**config.mk**
```make
export PLATFORM = sky130hd
export DESIGN_NAME = oess_cell
export DESIGN_NICKNAME = d
export VERILOG_FILES = /design/src/oess_pkg.sv /design/src/oess_cell.sv
export SDC_FILE = /design/constraint.sdc
export NUM_CORES = 1
export LEC_CHECK = 0
export ABC_CLOCK_PERIOD_IN_PS = 3900
export BUFFER_PORTS_ARGS = -buffer_cell sky130_fd_sc_hd__buf_2
export CORE_MARGIN = 2
export CORE_UTILIZATION = 39
export DETAILED_ROUTE_END_ITERATION = 12
export PLACE_DENSITY = 0.79
export SLEW_MARGIN = 25
export SYNTH_ARGS = -nofsm -noshare
export SYNTH_HDL_FRONTEND = slang
export SYNTH_SLANG_ARGS = --single-unit
```
**constraint.sdc**
```tcl
create_clock -name clk -period 3.9 [get_ports clk]
set_clock_uncertainty 0.2 [all_clocks]
set_input_delay 0.78 -clock clk [delete_from_list [all_inputs] [get_ports clk]]
set_output_delay 0.78 -clock clk [all_outputs]
set_load 0.1 [all_outputs]
```
**src/oess_pkg.sv**
```systemverilog
`default_nettype none
// ----------------------------------------------------------------------------
// oess_pkg
// shared types, constants and ordering function for the odd/even split sorter
// ----------------------------------------------------------------------------
package oess_pkg;

    localparam int DATA_W = 32;

    typedef logic [DATA_W-1:0] data_t;

    // controller states
    typedef enum logic {
        ST_LOAD,
        ST_DRAIN
    } state_t;

    // per-cycle command broadcast to every cell
    typedef struct packed {
        logic insert;
        logic shift_out;
    } cell_ctrl_t;

    // true when a is placed ahead of b: odd values ascending, then even descending
    function automatic logic goes_before(input data_t a, input data_t b);
        logic res;
        if (a[0] != b[0])
        begin
            res = a[0];
        end
        else if (a[0])
        begin
            res = $signed(a) < $signed(b);
        end
        else
        begin
            res = $signed(a) > $signed(b);
        end
        return res;
    endfunction

endpackage
`default_nettype wire

```
**src/oess_cell.sv**
```systemverilog
`default_nettype none
// ----------------------------------------------------------------------------
// oess_cell
// one slot of the insertion chain: holds one value, compares against the
// broadcast value, shifts right on insert and left on drain
// ----------------------------------------------------------------------------
module oess_cell (
    input  wire logic                 clk,
    input  wire logic                 rst_n,
    input  wire oess_pkg::cell_ctrl_t ctrl,
    input  wire oess_pkg::data_t      new_value,
    input  wire logic                 prev_ins,
    input  wire oess_pkg::data_t      prev_value,
    input  wire logic                 prev_valid,
    input  wire oess_pkg::data_t      next_value,
    input  wire logic                 next_valid,
    output logic                      ins,
    output oess_pkg::data_t           value_q,
    output logic                      valid_q
);

    oess_pkg::data_t val_reg, val_next;
    logic            vld_reg, vld_next;

    // empty slots always accept, so the insert flags form a 0..01..1 pattern
    assign ins = !vld_reg || oess_pkg::goes_before(new_value, val_reg);

    always_comb
    begin
        val_next = val_reg;
        vld_next = vld_reg;
        if (ctrl.insert)
        begin
            if (prev_ins)
            begin
                val_next = prev_value;
                vld_next = prev_valid;
            end
            else if (ins)
            begin
                val_next = new_value;
                vld_next = 1'b1;
            end
        end
        else if (ctrl.shift_out)
        begin
            val_next = next_value;
            vld_next = next_valid;
        end
    end

    always_ff @(posedge clk or negedge rst_n)
    begin
        if (!rst_n)
        begin
            vld_reg <= 1'b0;
        end
        else
        begin
            vld_reg <= vld_next;
        end
    end

    always_ff @(posedge clk)
    begin
        val_reg <= val_next;
    end

    assign value_q = val_reg;
    assign valid_q = vld_reg;

endmodule
`default_nettype wire
```
==> flow_summary.toml <==
[sta]
final-setup-viol-count = 1
fmaxAchievable_mhz = 248
max_slew.worst_pin.slew_ns = 0.611
final_min_period_over_clock_period_pct = 104
totalNegativeSetupSlack_ns = -0.140
final.hold.worst_slack_ns = 0.0624
timing_max_transition_violations_final = 0
report.final.hold_viol_count = 0
fin_ws_ns = -0.140
slew-limit-headroom_pct = 59.3
grt_setup_unrepaired = "yes"
min_period_ns = 4.04

[power]
ir_drop_v = 0.000220
pwr_dens_nw_per_um2 = 362
cellLeakagePower_nw = 1.84

[route]
drt_first_iter_violations = 63
wire_per_inst_um = 14.3
ant_nets = 0
detail_route.first_pass.iterations = 4
vias_per_cell = 5.16
drt-total-wl_mm = 6.97
post-route-drc-count = 0
num_vias = 2515

[outcome]
run_status = "complete, but fails checks"
failed_checks = "negative setup slack"

[global_routing]
vias_in_the_first_global_route = 2554
largest_net_degree_at_the_start_of_global_routing = 36
number_of_antenna_violations_at_the_first_check_in_global_routing = 0
groute.usage.overall_pct = 20.4
grt_overflow = 0
grt_pass1_wl_mm = 11.6

[place]
dp_cells = 479
detailed_place_hpwl_mm = 5.11
postPlaceCellArea_um2 = 3380
routabilityCongestion = 0.768
port_buffers = 136

[clocking]
cts-buffers-inserted = 5
cts_setup_buffers = 0
clock_tree.htree_level_count = 2
clock_insertion_delay_worst_skew_ns = 0.28
cts.path.max_buffers = 2
clk_transition_reported_paths_ns = 0.07
cts_root_buf = "sky130_fd_sc_hd__clkbuf_8"
tritoncts_num_sinks = 33
tritoncts = "yes"
holdBufCountCts = 0

[finish]
layout_cells_sized_above_1_pct = 45.6
flow.area_growth_from_synthesis_pct = 49.8
finalInstanceArea_um2 = 3770
final_net_count = 544
finish.cell_count_without_fillers = 487
insertedDiodeCount = 0

[floorplanning]
fp.dieH_um = 84.3
chipWidth_um = 84.3
die_outline_area_um2 = 7100
core_area_um2 = 6280
effective_utilization_at_floorplan_pct = 40.0
core.rowCount = 29
i_o_pins = 137

[setup_path]
critPathMaxFanout = 2
setup.worst_path.class = "input port to primary output"
ff2ff_path_depth = 10
endpoint_kind = "primary output"
crit_required_ns = 2.92
critical_path_arrival_ns = 3.06
critPathLaunchType = "input port"

[synth]
synthesis.area_per_instance_um2 = 9.52
ys.warnings.count = 0
syn_nets = 399
synth.cell_area_um2 = 2510
syn_inst = 264
library_cells_used_by_synthesis = 30
synth.ff_latch_count = 33
share_of_the_yosys_chip_area_belonging_to_registers_pct = 39.2

[worst_hold_path]
min_path_type = "input port to asynchronous set/reset pin"

[flow_run]
drv_cap = 0
==> worst max-delay path, cell delays in order <==
cell,delay [ns]
sky130_fd_sc_hd__buf_6,0.10
sky130_fd_sc_hd__ha_4,0.26
sky130_fd_sc_hd__nand4_1,0.14
sky130_fd_sc_hd__or4_4,0.55
sky130_fd_sc_hd__a21o_1,0.20
sky130_fd_sc_hd__a31oi_4,0.13
sky130_fd_sc_hd__o211ai_1,0.14
sky130_fd_sc_hd__and3_4,0.20
sky130_fd_sc_hd__or3b_4,0.38
sky130_fd_sc_hd__buf_12,0.18
==> worst paths after layout <==
path | from | endpoint | slack [ns]
setup reg to reg | value_q[14]$_DFFE_PP_ | value_q[21]$_DFFE_PP_ | 0.71
setup / recovery | new_value[11] | ins | -0.14
hold / removal | rst_n | valid_q$_DFFE_PN0P_ | 0.06
hold reg to reg | valid_q$_DFFE_PN0P_ | valid_q$_DFFE_PN0P_ | 0.50
max in group asynchronous | rst_n | valid_q$_DFFE_PN0P_ | 3.35
min in group clk | valid_q$_DFFE_PN0P_ | valid_q$_DFFE_PN0P_ | 0.50
==> metal layers <==
metal	vias up	wire (um)	global-route usage, %
met5	-	0	0
met4	0	112	7.04
met3	10	441	5.11
met2	99	3540	36.2
met1	1165	2880	23.8
li1	1241	-	-
==> cell type report <==
| type | count | area [um^2] |
|---|---|---|
| repair buffers | 150 | 845 |
| inverters | 33 | 124 |
| fillers | 534 | 2510 |
| clock buffers | 8 | 80.1 |
| multi-input cells | 186 | 1640 |
| well taps | 77 | 96.3 |
| flip-flops and latches | 33 | 986 |
==> sequential cells by signal, summed over array words and instances, names as in the netlist <==
register and flops:
valid_q 1, value_q 32
==> kinds of logic (layout without fill, tap and decap cells) <==
kind of cell | count (synthesis) | in the layout | synth area share (%)
muxes | 33 | 33 | 13.2
adders and majority gates | 32 | 32 | 15.9
buffers and inverters | 45 | 191 | 6.72
DFF | 33 | 33 | 39.2
and+or+nand+nor | 61 | 61 | 11.3
AOI/OAI and AO/OA | 60 | 60 | 13.6
==> report_power, final <==
part | switching, mW | internal (mW) | leakage [nW]
Sequential | 0.0182 | 0.437 | 0.326
Combinational | 0.457 | 0.198 | 1.47
Clock | 0.126 | 0.127 | 0.0395
Total | 0.601 | 0.763 | 1.84
==> metrics by stage <==
stage | setup slack [ns] | utilization (%) | power [mW]
after floorplan | -0.268 | - | 0.909
after detailed placement | -0.334 | 53.9 | 1.07
after global routing | -0.213 | 60.0 | 1.44
after global placement | -0.290 | 53.9 | 1.05
after CTS | -0.119 | 60.0 | 1.37
final | -0.140 | 60.0 | 1.36
==> placed cells by master, fill, tap and decap left out, drive strengths merged, types with 4 or more instances in the layout <==
cell / instances
buf: 150
clkbuf: 8
edfxtp: 32
nor2: 33
ha: 32
mux2i: 32
nand2: 9
a21oi: 44
inv: 33
o21ai: 4
nand4: 6
==> cells in the mapped netlist <==
cell type / n / area (um^2)
sky130_fd_sc_hd__nand4_1: 6 / 37.5
sky130_fd_sc_hd__a21o_1: 3 / 22.5
sky130_fd_sc_hd__mux2_2: 1 / 11.3
sky130_fd_sc_hd__ha_1: 32 / 400
sky130_fd_sc_hd__and3_4: 1 / 11.3
sky130_fd_sc_hd__edfxtp_1: 32 / 961
sky130_fd_sc_hd__or4_1: 2 / 15.0
sky130_fd_sc_hd__o22a_1: 1 / 8.76
sky130_fd_sc_hd__o21ai_0: 3 / 15.0
sky130_fd_sc_hd__nand3_1: 3 / 15.0
sky130_fd_sc_hd__nand3b_1: 1 / 7.51
sky130_fd_sc_hd__clkbuf_1: 10 / 37.5
sky130_fd_sc_hd__or4b_1: 1 / 10.0
sky130_fd_sc_hd__o211ai_1: 3 / 22.5
sky130_fd_sc_hd__a221oi_1: 2 / 17.5
sky130_fd_sc_hd__buf_1: 2 / 7.51
sky130_fd_sc_hd__nand2b_1: 1 / 6.26
sky130_fd_sc_hd__nand2_1: 9 / 33.8
sky130_fd_sc_hd__a211oi_1: 1 / 7.51
sky130_fd_sc_hd__a21oi_1: 44 / 220
sky130_fd_sc_hd__a31oi_2: 1 / 12.5
sky130_fd_sc_hd__o32a_1: 1 / 10.0
sky130_fd_sc_hd__mux2i_1: 32 / 320
sky130_fd_sc_hd__or3b_1: 1 / 8.76
sky130_fd_sc_hd__nor2_1: 33 / 124
sky130_fd_sc_hd__nor2b_1: 1 / 6.26
sky130_fd_sc_hd__dfrtp_1: 1 / 25.0
sky130_fd_sc_hd__o21ai_1: 1 / 5.00
sky130_fd_sc_hd__nor3_1: 2 / 10.0
sky130_fd_sc_hd__inv_1: 33 / 124
==> what timing repair did <==
action | in CTS | in global routing
setup endpoints to repair | 1 | 1
pin swaps | 30 | 0
gates resized for setup | 39 | 0
gates cloned | 0 | 0
Power figures use the tool's default switching activity.
